## src/design/rational_quadratic_bezier_eval_assert.svh

```systemverilog
`ifndef RATIONAL_QUADRATIC_BEZIER_EVAL_ASSERT_SVH
`define RATIONAL_QUADRATIC_BEZIER_EVAL_ASSERT_SVH

// same-cycle implication, checked on the rising clock edge outside reset
`define RQBE_ASSERT_IMPL(label, cond, prop) \
   label: assert property (@(posedge clock) disable iff (reset) (cond) |-> (prop)) \
      else $error("rqbe check failed");

// next-cycle implication, the consequent may carry its own delay
`define RQBE_ASSERT_NEXT(label, cond, prop) \
   label: assert property (@(posedge clock) disable iff (reset) (cond) |=> prop) \
      else $error("rqbe check failed");

`endif

```

## src/design/rqbe_pkg.sv

```systemverilog
package rqbe_pkg;

   localparam int unsigned T_WIDTH     = 17;
   localparam int unsigned COORD_WIDTH = 32;
   // quotient bits resolved by the divide pipeline, one per stage
   localparam int unsigned QUOT_BITS   = 32;
   // register stages ahead of the divider
   localparam int unsigned PRE_STAGES  = 7;

   localparam logic [1:0] STATUS_OK         = 2'd0;
   localparam logic [1:0] STATUS_ZERO_TOTAL = 2'd1;
   localparam logic [1:0] STATUS_SATURATED  = 2'd2;

   localparam logic [COORD_WIDTH-1:0] SAT_POS = 32'h7FFF_FFFF;
   localparam logic [COORD_WIDTH-1:0] SAT_NEG = 32'h8000_0000;

   typedef struct packed {
      logic [T_WIDTH-1:0]            t_param;
      logic signed [COORD_WIDTH-1:0] weight0;
      logic signed [COORD_WIDTH-1:0] weight1;
      logic signed [COORD_WIDTH-1:0] weight2;
      logic signed [COORD_WIDTH-1:0] coord0;
      logic signed [COORD_WIDTH-1:0] coord1;
      logic signed [COORD_WIDTH-1:0] coord2;
      logic                          last_in;
   } req_type;

   typedef struct packed {
      logic signed [COORD_WIDTH-1:0] point_coord;
      logic                          last_out;
      logic [1:0]                    status;
   } rsp_type;

   // per-transaction flags that ride along the pipeline
   typedef struct packed {
      logic                   last;
      logic                   bypass;
      logic [COORD_WIDTH-1:0] bypass_value;
      logic                   zero_total;
      logic                   negative;
      logic                   overflow;
   } side_type;

endpackage

```

## src/design/rqbe_div_step.sv

```systemverilog
module rqbe_div_step #(
   parameter int unsigned NW    = 82,
   parameter int unsigned ZW    = 50,
   parameter int unsigned SHIFT = 0
) (
   input  logic                                 clock,
   input  logic                                 reset,
   input  logic                                 in_valid,
   input  rqbe_pkg::side_type                   in_side,
   input  logic [NW-1:0]                        in_rem,
   input  logic [ZW-1:0]                        in_den,
   input  logic [rqbe_pkg::QUOT_BITS-1:0]       in_quot,
   output logic                                 out_valid,
   output rqbe_pkg::side_type                   out_side,
   output logic [NW-1:0]                        out_rem,
   output logic [ZW-1:0]                        out_den,
   output logic [rqbe_pkg::QUOT_BITS-1:0]       out_quot
);

   localparam int unsigned QB = rqbe_pkg::QUOT_BITS;

   logic [NW-1:0] trial;
   logic [NW:0]   diff;
   logic          fits;

   logic               valid_ff;
   rqbe_pkg::side_type side_ff;
   logic [NW-1:0]      rem_ff, rem_in;
   logic [ZW-1:0]      den_ff;
   logic [QB-1:0]      quot_ff, quot_in;

   always_comb begin
      trial   = NW'(in_den) << SHIFT;
      diff    = {1'b0, in_rem} - {1'b0, trial};
      fits    = !diff[NW];
      rem_in  = fits ? diff[NW-1:0] : in_rem;
      quot_in = fits ? (in_quot | (QB'(1) << SHIFT)) : in_quot;
   end

   always_ff @(posedge clock) begin
      if (reset) begin
         valid_ff <= 1'b0;
      end else begin
         valid_ff <= in_valid;
      end
      side_ff <= in_side;
      rem_ff  <= rem_in;
      den_ff  <= in_den;
      quot_ff <= quot_in;
   end

   assign out_valid = valid_ff;
   assign out_side  = side_ff;
   assign out_rem   = rem_ff;
   assign out_den   = den_ff;
   assign out_quot  = quot_ff;

endmodule
```

## config.mk

```make
export PLATFORM = sky130hd
export DESIGN_NAME = rqbe_div_step
export DESIGN_NICKNAME = d
export VERILOG_FILES = /design/src/design/rational_quadratic_bezier_eval_assert.svh /design/src/design/rqbe_pkg.sv /design/src/design/rqbe_div_step.sv
export SDC_FILE = /design/constraint.sdc
export NUM_CORES = 1
export LEC_CHECK = 0
export BUFFER_PORTS_ARGS = -buffer_cell sky130_fd_sc_hd__buf_2
export CAP_MARGIN = 25
export CELL_PAD_IN_SITES_DETAIL_PLACEMENT = 0
export CELL_PAD_IN_SITES_GLOBAL_PLACEMENT = 2
export CORE_UTILIZATION = 26
export DETAILED_ROUTE_END_ITERATION = 10
export GPL_ROUTABILITY_DRIVEN = 0
export PLACE_DENSITY = 0.78
export RECOVER_POWER = 50
export SYNTH_ARGS = -nofsm -noshare
export SYNTH_HDL_FRONTEND = slang
export SYNTH_SLANG_ARGS = --single-unit
```

## constraint.sdc

```tcl
create_clock -name clock -period 4.5 [get_ports clock]
set_clock_uncertainty 0.2 [all_clocks]
set_input_delay 0.675 -clock clock [delete_from_list [all_inputs] [get_ports clock]]
set_output_delay 0.675 -clock clock [all_outputs]
set_load 0.05 [all_outputs]
```

* After elaboration in Yosys (flattened, before gate mapping)
Index checks and enable logic that the tools add are counted.
Storage, ports and cells: bits in registers 202, bits in latches 0, RAM bits 0, bits in read-only memories 0, input bits 204, output and inout port bits 202, logic and storage cells 13, memories 0
Cells by class: add/subtract/negate cells 1, multiply operators 0, divide/modulo/power cells 0, order comparisons 0, equality and inequality tests 0, shifts and indexed selects 0, mux-type cells 1, bitwise operators 0, reduce and logical (&&, ||, !) cells 0
Operator list (count):
- $sub 82x50->83 | 1
- $mux 82 | 1

* Logic depth before layout (Yosys ltp)
depth after elaboration 2, gate-level depth with buffers 15, depth with buffers taken out 13

* Least setup slack after synthesis
No wires, ideal clock.
path kind input to register, from in in_rem[0], to reg rem_ff[78] (netlist: out_rem[78]), setup time 0.134 ns, arrival time 3.238 ns, data required time 4.166 ns, setup slack 0.928 ns, stages on the path 13, path buffers 0, path through inv_1 -> ha_1 -> inv_1 -> fa_1 -> a211oi_1 -> o211ai_2 -> nand4_2 -> a31oi_4 -> a41oi_1 -> nor4_1 -> o31a_1 -> a2111oi_2 -> xor2_1
Between the ends: cells in the longest elaborated chain, start to end 2
Ends and longest elaborated chain:
- from (decl) | RTL line rqbe_div_step.sv:10 | input logic [NW-1:0] in_rem,
- $sub 82x50->83 | RTL line rqbe_div_step.sv:34 | diff = {1'b0, in_rem} - {1'b0, trial};
- $mux 82 | RTL line rqbe_div_step.sv:36 | rem_in = fits ? diff[NW-1:0] : in_rem;
- via rem_in[78] | RTL line rqbe_div_step.sv:28 | logic [NW-1:0] rem_ff, rem_in;
- to (signal assigned) | RTL line rqbe_div_step.sv:47 | rem_ff <= rem_in;
- to (decl) | RTL line rqbe_div_step.sv:28
The timed path passes the listed nets, and every way through them passes these cells. A chain may end at the register's enable or synchronous reset.

* Worst setup path in the final report
Ends and elaborated chain as after synthesis.

==> summary.md <==
| Metric | Value |
|---|---|
| Status | `finished, final reports clean` |
| Row count | `66` |
| CP Class | `in2reg` |
| Comb power frac | `26.8%` |
| Worst EP arrival | `4.05 ns` |
| Share of power burned in registers | `36.3%` |
| Most frequent cells in the layout | `294 x buf_2, 202 x dfxtp_1, 111 x clkbuf_1` |
| Via count | `8161` |
| Routed Antenna Nets | `0` |
| Initial core utilization | `26.5%` |
| Distinct cell type count after synthesis | `64` |
| Ys flop type | `dfxtp_1` |
| Clk buf depth | `3` |
| Clock share of power | `36.9%` |
| RSZ-0062 raised after global routing | `false` |
| Number of flops mapped to enable cells by yosys | `0` |
| Main combinational cell family by area after synthesis | `compound AO/OA/AOI/OAI gates` |
| Post-synthesis sequential area ratio | `46.9%` |
| Net Switching | `1970 uW` |
| Max_cap viols | `0` |
| Final Critical Period | `3.77 ns` |
| Startpoint type of the worst setup path | `input pin` |
| Htree depth | `1` |
| GRT overflow | `0` |
| Largest net degree at the start of global routing | `50` |
| Die Y | `184 um` |
| Die area | `33900 um2` |
| Final wirelength | `32000 um` |
| Final Util | `36.6%` |
| Adder-Cell Fraction of Synth Area | `7.48%` |
| Drt drc | `0` |
| Syn_area_per_cell | `9.34 um2` |
| 1st-iter DRT viols | `272` |
| Slew margin rel. | `53.6%` |
| Post-CTS setup buffers | `0` |
| Switch share | `35.6%` |
| Crit. Startpoint | `in_rem[0]` |
| Power per cell area | `465 nW/um2` |
| Cell-internal power | `3580 uW` |
| Post-synthesis compound-gate area fraction | `16.8%` |
| CP max FO | `5` |
| CTS Sinks | `202` |
| Final max-slew violation count | `0` |
| Share of cells above drive strength 1 | `27.9%` |
| Max frequency | `0.265 GHz` |
| CP required | `4.77 ns` |
| Worst min path class | `in2reg` |
| Die Width | `184 um` |
| Commonest non-fill, non-tap cell in the layout | `buf_2` |
| Synth Area in XOR/XNOR | `7.81%` |
| Post-DP HPWL | `26400 um` |
| Post-Synth Simple-Gate Area | `16.5%` |
| IO Pins | `406` |
| FFs w/ async S/R, synth | `0%` |
| Syn Nets | `1179` |
| Vias in the first global route | `8029` |
| Vias/cell | `4.53` |
| Initial antenna violation count | `10` |
| Layout Nets | `1594` |
| Post-synthesis mux area share | `0.391%` |
| Hold_buf cts | `0` |
| Worst-Margin Slew | `0.687 ns` |
| Leakage | `0.00541 uW` |
| Total iterations of the first detailed-routing run | `4` |
| GR Util All Layers | `18.1%` |
| Yosys reg bits | `202` |
| Synthesized instance count | `924` |
| TritonCTS clock tree | `done` |
| First-pass GRT wire length | `46500 um` |
| PortBufs | `405` |
| Post-Synthesis Cell Area | `8630 um2` |
| Yosys warnings | `0` |
| Root Buffer Master | `clkbuf_16` |
| CTS Buf Count | `25` |
| Crit share post-route | `83.9%` |
| Fin. Hold Viols | `0` |
| Reg clk slew, reported paths | `0.06 ns` |
| Final setup vio count | `0` |
| Peak VDD IR | `0.000290 V` |
| Setup TNS | `0 ns` |
| Area grow syn2layout | `38.2%` |
| Hold Crit Start | `in_quot[27]` |
| Wire per inst | `17.8 um` |
| Core area | `32600 um2` |
| Resize count post-CTS | `0` |
| Crit. End Element | `flop` |
-- cells in the mapped netlist, types with 2 or more instances --
master       n  area share, %
nand4b_1     3           0.30
dfxtp_1    202             47
nand4_1     21            1.5
a21oi_1     53            3.1
o21a_1       7           0.61
o21ai_0     72            4.2
or2_2        6           0.44
and2_1       4           0.29
o31ai_1      3           0.26
nor2b_1     10           0.72
nand3b_1     5           0.44
or3_1        3           0.22
nor3_1      17           0.99
o311ai_0     2           0.20
xnor2_1     47            4.8
o211a_1      2           0.23
o41a_1       2           0.26
o31a_1       3           0.30
a2111oi_2    3           0.52
buf_2        9           0.52
nor4_1      12           0.87
a31oi_1      7           0.51
nand2b_1     6           0.44
xor2_1      30            3.0
mux2_2       3           0.39
a21o_1      31            2.7
a211oi_1     7           0.61
o211ai_1     6           0.52
nor2_1      46            2.0
nand3_1     19            1.1
o211ai_2     2           0.29
ha_1        50            7.2
nor4b_4      2           0.55
nor4b_2      2           0.35
a221oi_1     3           0.30
nor3b_1      4           0.35
nand2_1    102            4.4
inv_1       56            2.4
a21boi_0     2           0.17
and3b_1      2           0.20
nor4b_1      2           0.20
clkbuf_1    24            1.0
and3_1       4           0.29
o21bai_1     8           0.70
-- worst max-delay path, stage by stage --
cell	delay, ns
buf_2	0.11
inv_1	0.05
ha_1	0.29
inv_1	0.09
fa_1	0.43
a211oi_1	0.33
o211ai_2	0.15
nand4_2	0.14
a31oi_4	0.14
a41oi_1	0.55
nor4_1	0.13
o31a_1	0.39
a2111oi_2	0.41
xor2_1	0.16
-- metal layers --
layer | GRT usage (%) | wire [um] | vias to the layer above | part of all wire (%)
li1 | - | - | 4058 | -
met1 | 20.4 | 12900 | 3756 | 40
met2 | 32.9 | 16000 | 294 | 50
met3 | 4.78 | 2170 | 49 | 6.8
met4 | 5.93 | 902 | 4 | 2.8
met5 | 0 | 25 | - | 0.078
-- kinds of logic after synthesis --
family	after synthesis
muxes	3
and+or+nand+nor	276
buffers and inverters	91
DFF	202
adders and majority gates	51
xor gates and xnor gates	77
AOI/OAI and AO/OA	224
-- registers in the layout, summed over array words and instances, names as in the netlist --
signal     flops
out_den       50
out_quot      32
out_rem       82
out_side      37
out_valid      1
-- final cells by class --
type | count | area (um2)
antenna | 4 | 10.0
clock buffer | 31 | 698
clock inverter | 13 | 150
fill | 3445 | 20700
inverter | 56 | 210
multi-input combinational | 631 | 4230
sequential | 202 | 4040
tap | 442 | 553
timing repair buffer | 423 | 2040
-- power groups by stage --
stage	registers [uW]	clock network, uW	logic [uW]
finish	2020	2050	1490
global route	2030	2180	1590
CTS	2020	2110	1530
detailed placement	2050	0	1520
global placement	2050	0	1520
floorplan	2680	0	428
-- path summary, 6_finish.rpt --
kind,endpoint,slack [ns],depth (start not counted)
max,out_rem[78],0.73,14
min,out_quot[27],0.03,1
-- metrics by stage --
step	power (uW)	hold WS (ns)	instance area, um2	setup WS, ns	std cells
detailed placement	3570	0.579	11200	0.152	1754
floorplan	3110	0.503	8630	0.928	924
finish	5550	0.0271	11900	0.725	1802
global route	5810	0.00559	11900	0.483	1800
CTS	5650	0.00437	12100	0.712	1798
global placement	3580	0.578	11200	0.206	1754
Note: power is estimated with default switching activity, not from simulation.
