File: src/design/rational_quadratic_bezier_eval_assert.svh
`ifndef RATIONAL_QUADRATIC_BEZIER_EVAL_ASSERT_SVH
`define RATIONAL_QUADRATIC_BEZIER_EVAL_ASSERT_SVH

// same-cycle implication, checked on the rising clock edge outside reset
`define RQBE_ASSERT_IMPL(label, cond, prop) \
   label: assert property (@(posedge clock) disable iff (reset) (cond) |-> (prop)) \
      else $error("rqbe check failed");

// next-cycle implication, the consequent may carry its own delay
`define RQBE_ASSERT_NEXT(label, cond, prop) \
   label: assert property (@(posedge clock) disable iff (reset) (cond) |=> prop) \
      else $error("rqbe check failed");

`endif

File: src/design/rqbe_pkg.sv
package rqbe_pkg;

   localparam int unsigned T_WIDTH     = 17;
   localparam int unsigned COORD_WIDTH = 32;
   // quotient bits resolved by the divide pipeline, one per stage
   localparam int unsigned QUOT_BITS   = 32;
   // register stages ahead of the divider
   localparam int unsigned PRE_STAGES  = 7;

   localparam logic [1:0] STATUS_OK         = 2'd0;
   localparam logic [1:0] STATUS_ZERO_TOTAL = 2'd1;
   localparam logic [1:0] STATUS_SATURATED  = 2'd2;

   localparam logic [COORD_WIDTH-1:0] SAT_POS = 32'h7FFF_FFFF;
   localparam logic [COORD_WIDTH-1:0] SAT_NEG = 32'h8000_0000;

   typedef struct packed {
      logic [T_WIDTH-1:0]            t_param;
      logic signed [COORD_WIDTH-1:0] weight0;
      logic signed [COORD_WIDTH-1:0] weight1;
      logic signed [COORD_WIDTH-1:0] weight2;
      logic signed [COORD_WIDTH-1:0] coord0;
      logic signed [COORD_WIDTH-1:0] coord1;
      logic signed [COORD_WIDTH-1:0] coord2;
      logic                          last_in;
   } req_type;

   typedef struct packed {
      logic signed [COORD_WIDTH-1:0] point_coord;
      logic                          last_out;
      logic [1:0]                    status;
   } rsp_type;

   // per-transaction flags that ride along the pipeline
   typedef struct packed {
      logic                   last;
      logic                   bypass;
      logic [COORD_WIDTH-1:0] bypass_value;
      logic                   zero_total;
      logic                   negative;
      logic                   overflow;
   } side_type;

endpackage

File: src/design/rqbe_bernstein.sv
module rqbe_bernstein #(
   parameter int unsigned T_FRAC_BITS = 16
) (
   input  logic                   clock,
   input  logic                   reset,
   input  logic                   in_valid,
   input  rqbe_pkg::req_type      in_req,
   output logic                   out_valid,
   output rqbe_pkg::side_type     out_side,
   output rqbe_pkg::req_type      out_req,
   output logic [T_FRAC_BITS-1:0] out_b0,
   output logic [T_FRAC_BITS-1:0] out_b1,
   output logic [T_FRAC_BITS-1:0] out_b2
);

   localparam int unsigned F  = T_FRAC_BITS;
   localparam int unsigned TB = F + 1;
   localparam int unsigned PB = 2 * TB;

   logic [TB-1:0]  t_ext;
   logic [TB-1:0]  s_val;
   logic [PB-1:0]  ss_prod;
   logic [PB-1:0]  st_prod;
   logic [PB-1:0]  tt_prod;
   logic           t_zero;
   logic           t_full;

   logic                 valid_ff;
   rqbe_pkg::side_type   side_ff, side_in;
   rqbe_pkg::req_type    req_ff;
   logic [F-1:0]         b0_ff, b0_in;
   logic [F-1:0]         b1_ff, b1_in;
   logic [F-1:0]         b2_ff, b2_in;

   always_comb begin
      t_zero  = (in_req.t_param == '0);
      t_full  = (32'(in_req.t_param) >= (32'(1) << F));
      // only meaningful below one, where t fits in TB bits
      t_ext   = TB'(in_req.t_param);
      s_val   = (TB'(1) << F) - t_ext;
      ss_prod = PB'(s_val) * PB'(s_val);
      st_prod = PB'(s_val) * PB'(t_ext);
      tt_prod = PB'(t_ext) * PB'(t_ext);
      b0_in   = ss_prod[F +: F];
      // 2*s*t >> F is s*t >> (F-1)
      b1_in   = st_prod[F-1 +: F];
      b2_in   = tt_prod[F +: F];

      side_in              = '0;
      side_in.last         = in_req.last_in;
      side_in.bypass       = t_zero || t_full;
      side_in.bypass_value = t_zero ? in_req.coord0 : in_req.coord2;
   end

   always_ff @(posedge clock) begin
      if (reset) begin
         valid_ff <= 1'b0;
      end else begin
         valid_ff <= in_valid;
      end
      side_ff <= side_in;
      req_ff  <= in_req;
      b0_ff   <= b0_in;
      b1_ff   <= b1_in;
      b2_ff   <= b2_in;
   end

   assign out_valid = valid_ff;
   assign out_side  = side_ff;
   assign out_req   = req_ff;
   assign out_b0    = b0_ff;
   assign out_b1    = b1_ff;
   assign out_b2    = b2_ff;

endmodule

File: config.mk
export PLATFORM = sky130hd
export DESIGN_NAME = rqbe_bernstein
export DESIGN_NICKNAME = d
export VERILOG_FILES = /design/src/design/rational_quadratic_bezier_eval_assert.svh /design/src/design/rqbe_pkg.sv /design/src/design/rqbe_bernstein.sv
export SDC_FILE = /design/constraint.sdc
export NUM_CORES = 2
export LEC_CHECK = 0
export ABC_AREA = 0
export BUFFER_PORTS_ARGS = -buffer_cell sky130_fd_sc_hd__buf_2
export CAP_MARGIN = 20
export CORE_ASPECT_RATIO = 1.2
export CORE_MARGIN = 1
export CORE_UTILIZATION = 35
export DETAILED_ROUTE_END_ITERATION = 7
export RECOVER_POWER = 25
export SKIP_CTS_REPAIR_TIMING = 1
export SLEW_MARGIN = 30
export SYNTH_ARGS = -nofsm -noshare
export SYNTH_HDL_FRONTEND = slang
export SYNTH_SLANG_ARGS = --single-unit
File: constraint.sdc
create_clock -name clock -period 15.1 [get_ports clock]
set_input_delay 2.265 -clock clock [delete_from_list [all_inputs] [get_ports clock]]
set_output_delay 2.265 -clock clock [all_outputs]
set_load 0.02 [all_outputs]
; Word-level counts from Yosys, hierarchy flattened
; Index checks and enable logic that the tools add are counted.
; Widths: inputs -> output; s select.
[totals]
regBits = 292
output_inout_bits = 296
input_bits = 213
rom_bits = 0
elab_cells = 22
memories = 0
latchBits = 0
mem_bits_rw = 0
[op_classes]
n_mul = 3
div_mod_pow = 0
reduce_logical = 2
eq_ne = 0
bitwise = 0
n_lt_le_gt_ge = 1
shifts = 0
n_mux = 1
n_addsub = 1
[op_table]
columns = op, count
row1 = $mul 17x17->32, 2
row2 = $mux 32, 1
row3 = $mul 17x17->31, 1
row4 = $ge 17x17->1 const B, 1
row5 = $logic_not 17->1, 1
row6 = $sub 17x17->17 const A, 1
row7 = $logic_or 1x1->1, 1

; Depth between registers and ports, before layout
[logic_depth]
word_depth = 2
mapped_depth = 33
depth_no_buf = 31

; Worst setup path after synthesis
; OpenSTA, ideal clock, no wires.
[synth_path]
kind = in2reg
start = input port in_req[194] in the netlist's numbering
end = register b1_ff[11], in the netlist out_b1[11]
setup_time_ns = 0.121
path_buffers = 3
t_arrival_ns = 9.239
stages = 31
required_time_ns = 14.979
slack_ns = 5.740
path_cell_list = clkbuf_1 -> inv_2 -> ha_1 -> and3_1 -> nor3b_1 -> nand2_1 -> inv_1 -> nand2_1 -> nor4_1 -> ha_1 -> clkbuf_1 -> clkinv_1 -> clkbuf_1 -> nand2_1 -> fa_1 -> fa_1 -> fa_1 -> fa_1 -> inv_1 -> fa_1 -> inv_1 -> fa_1 -> inv_1 -> ha_1 -> nand2_1 -> nand2_1 -> a2111oi_0 -> a21oi_2 -> a311oi_2 -> o21bai_2 -> xor2_1
[synth_between]
elab_chain_cells = 2
[synth_lines]
columns = item, line_no
row1 = from (decl), rqbe_bernstein.sv:7  ; input rqbe_pkg::req_type in_req,
row2 = $sub 17x17->17, rqbe_bernstein.sv:40  ; s_val = (TB'(1) << F) - t_ext;
row3 = $mul 17x17->31 *, rqbe_bernstein.sv:42  ; st_prod = PB'(s_val) * PB'(t_ext);
row4 = named net st_prod[26], rqbe_bernstein.sv:23  ; logic [PB-1:0] st_prod;
row5 = to (signal assigned), rqbe_bernstein.sv:64  ; b1_ff <= b1_in;
row6 = to (decl), rqbe_bernstein.sv:32  ; logic [F-1:0] b1_ff, b1_in;
; Mark *: on every way through the listed nets, which the timed path passes. The rest lies on a longest branch.
; A chain may end at the register's enable or synchronous reset.

; Worst setup path after layout
[layout_path]
start = input port in_req[196] in the netlist's numbering
end = register b1_ff[11], in the netlist out_b1[11]
; Same word-level chain as after synthesis.

==> results.cfg <==
[critical_path]
crit_slowest_cell = clkinv_1
crit_type = primary input to flop
required_ns = 15.55
end_kind = flop
startpoint_type = primary input
critPathMaxFanout = 31
crit_top_cell = fa_1
max_stage_delay_ns = 0.67
crit_arrival_ns = 10.89

[logic_synthesis]
synth_area_leader_cell = fa_1
synth_edf_count = 0
netlist_top_cells_area = fa_1, dfxtp_1, ha_1
synth_cells = 3034
netlist_area_sq_mm = 0.0303
netlist-cell-type-count = 60
synth.avg_cell_area_sq_um = 9.98
ys_async_sr_fraction_pct = 0
ys.warnings.count = 0
ys.flop_type = dfxtp_1
synth_top_cell_area_share_pct = 39.5
seq_area_frac_synth_pct = 19.3
synth_seq_cells = 292

[sta]
fin_setup_tns_ns = 0
fin_crit_ns = 10.44
rsz0062_at_grt = no
tightest_slew_ns = 0.994
finalCritPeriodShare_pct = 69.1
max_slew_margin_pct = 33.3
worst_slack_ns = 4.66
finalMaxSlewViolations = 0
fmax_mhz = 95.8
setup_violations = 0
final-hold-violation-count = 0

[outcome]
outcome = completed

[placement]
dp_hpwl_mm = 71.1
post-place-ws_ns = 4.12
gp_congestion = 0.862
port_buffers = 505

[route]
drc_errors = 0
dr_total_vias = 21300
drtIter0Drc = 836
viasPerCell = 4.58
ant_nets = 0
routedWlPerCell_um = 19.0
wirelength_mm = 88.3
drtPass1Iterations = 5

[cts]
htree_levels = 2
clk_pin_slew_ns = 0.06
cts_tree = yes
cts_made_buffers = 37
root_buffer = clkbuf_16
cts_sinks = 292
clockBufferDepth = 3

[global_routing]
grtUsageTotal_pct = 20.4
antenna_found_initial = 21
grt_max_degree = 41
grt-ovfl-total = 0
grt_first_pass_wirelength_mm = 134
grt_pass1_vias = 22800

[floorplan]
fp.coreArea_sq_mm = 0.0852
start_util_pct = 35.5
die_width_um = 271
die_h_um = 324
die_area_sq_mm = 0.0877
rows = 117
num_io_pins = 509

[power_and_ir_drop]
power_mw = 8.86
leakagePower_nw = 18.6
vdd_ir_drop_max_mv = 0.239
power_density_mw_per_mm2 = 251

[run]
max_cap_violations = 0

[finish]
fin_nets = 4610
drive_above_1_share_pct = 18.9
fillers = 8498
final_core_util_pct = 41.4
areaGrowthSynthToFinish_pct = 16.6

[hold_path]
holdPathEnd = out_req[130]
min-delay-start = in_req[130]
hold_path_class = primary input to flop
whs_path_depth = 1
per-layer routing:
metal	vias to the layer above	share of wire (%)	global-route usage, %	wire (um)
met5	-	0.22	0	192
met4	30	3.7	7.56	3230
met3	161	5.5	3.71	4860
met2	637	53	37.5	46900
met1	10800	37	23.4	33100
li1	9760	-	-	-
how the worst max path moves through the flow:
stage                      startpoint         end  cells past startpoint  slack, ns
after CTS                 in_req[196]  out_b1[11]                     30       4.70
final                     in_req[196]  out_b1[11]                     30       4.66
after global routing      in_req[196]  out_b1[11]                     30       4.19
after global placement    in_req[196]  out_b0[15]                     31       4.25
after floorplan           in_req[194]  out_b1[11]                     31       5.74
after detailed placement  in_req[196]  out_b0[15]                     31       4.12
worst max-delay path, delay by kind of cell:
family	cells	cell delay, ns
buffers and inverters	9	2.17
adder cells (fa/ha/maj)	8	3.68
AO/OA/AOI/OAI	4	1.22
AND/OR/NAND/NOR	8	1.37
XOR/XNOR	1	0.15
cells by family (layout without fill, tap and decap cells):
logic type | Yosys count | count (layout) | synth area share, %
buffers and inverters | 930 | 1419 | 11.6
adders and majority gates | 898 | 898 | 51.9
and+or+nand+nor | 651 | 651 | 10.3
DFF | 292 | 292 | 19.3
AOI/OAI and AO/OA | 154 | 154 | 3.45
xor gates and xnor gates | 74 | 74 | 2.14
muxes | 34 | 34 | 1.26
other | 1 | 7 | 0.0124
synth_stat cells (all sizes together) (8+ instances only):
library cell	count
nor3	18
inv	815
a21oi	58
a21o	18
ha	300
nor2	167
or2	40
buf	8
a211oi	9
dfxtp	292
nand2	210
xnor2	50
nand3	8
o21ai	23
nor2b	48
mux2	34
nand2b	80
clkbuf	100
and2	59
xor2	24
fa	598
power by group:
group / total, mW / internal, mW / switching (mW)
clock: 0.964 / 0.569 / 0.395
combinational: 6.88 / 2.92 / 3.96
sequential: 1.02 / 0.978 / 0.0418
total: 8.86 / 4.47 / 4.40
cell usage in the layout, fill, tap and decap left out, types with 4 or more instances in the layout:
cell,count
nor3b_1,4
clkbuf_16,37
clkinvlp_4,5
buf_2,482
clkbuf_1,24
nor2_1,167
a21oi_1,53
o211ai_1,6
clkinv_1,7
o21bai_1,5
dfxtp_1,292
nor3_1,18
nand3_1,8
ha_1,299
o21a_1,7
inv_1,814
xor2_1,24
bufinv_16,6
fa_1,598
clkinv_2,5
and3_1,6
a211oi_2,4
xnor2_1,50
conb_1,4
buf_4,26
inv_6,6
or2_2,40
a211oi_1,5
nand2b_1,79
nand2_1,210
o21ai_0,21
nor2b_1,48
a21oi_2,5
and2_1,59
a21o_1,18
mux2_2,34
sequential cells by signal, indices dropped and copies added (netlist names):
signal / flops
out_req: 210
out_side: 33
out_b0: 16
out_b1: 16
out_b2: 16
out_valid: 1
final cells by class:
cell class	instances	area [sq um]	area share [%]
Clock buffer	39	943	2.67
Tap cell	1130	1410	4.01
Clock inverter	27	358	1.01
Antenna cell	3	7.51	0.0213
Timing Repair Buffer	531	2690	7.63
Multi-Input combinational cell	1815	20900	59.3
Inverter	822	3090	8.74
Sequential cell	292	5850	16.6
through the flow:
step | instances | cell area [sq um] | hold slack [ns]
after global placement | 4590 | 34000 | 2.37
after floorplan | 3037 | 30300 | 2.29
after CTS | 4656 | 35300 | 1.74
after global routing | 4657 | 35300 | 1.75
final | 4659 | 35300 | 1.79
after detailed placement | 4590 | 34000 | 2.37
Note: power is estimated with default switching activity, not from simulation.
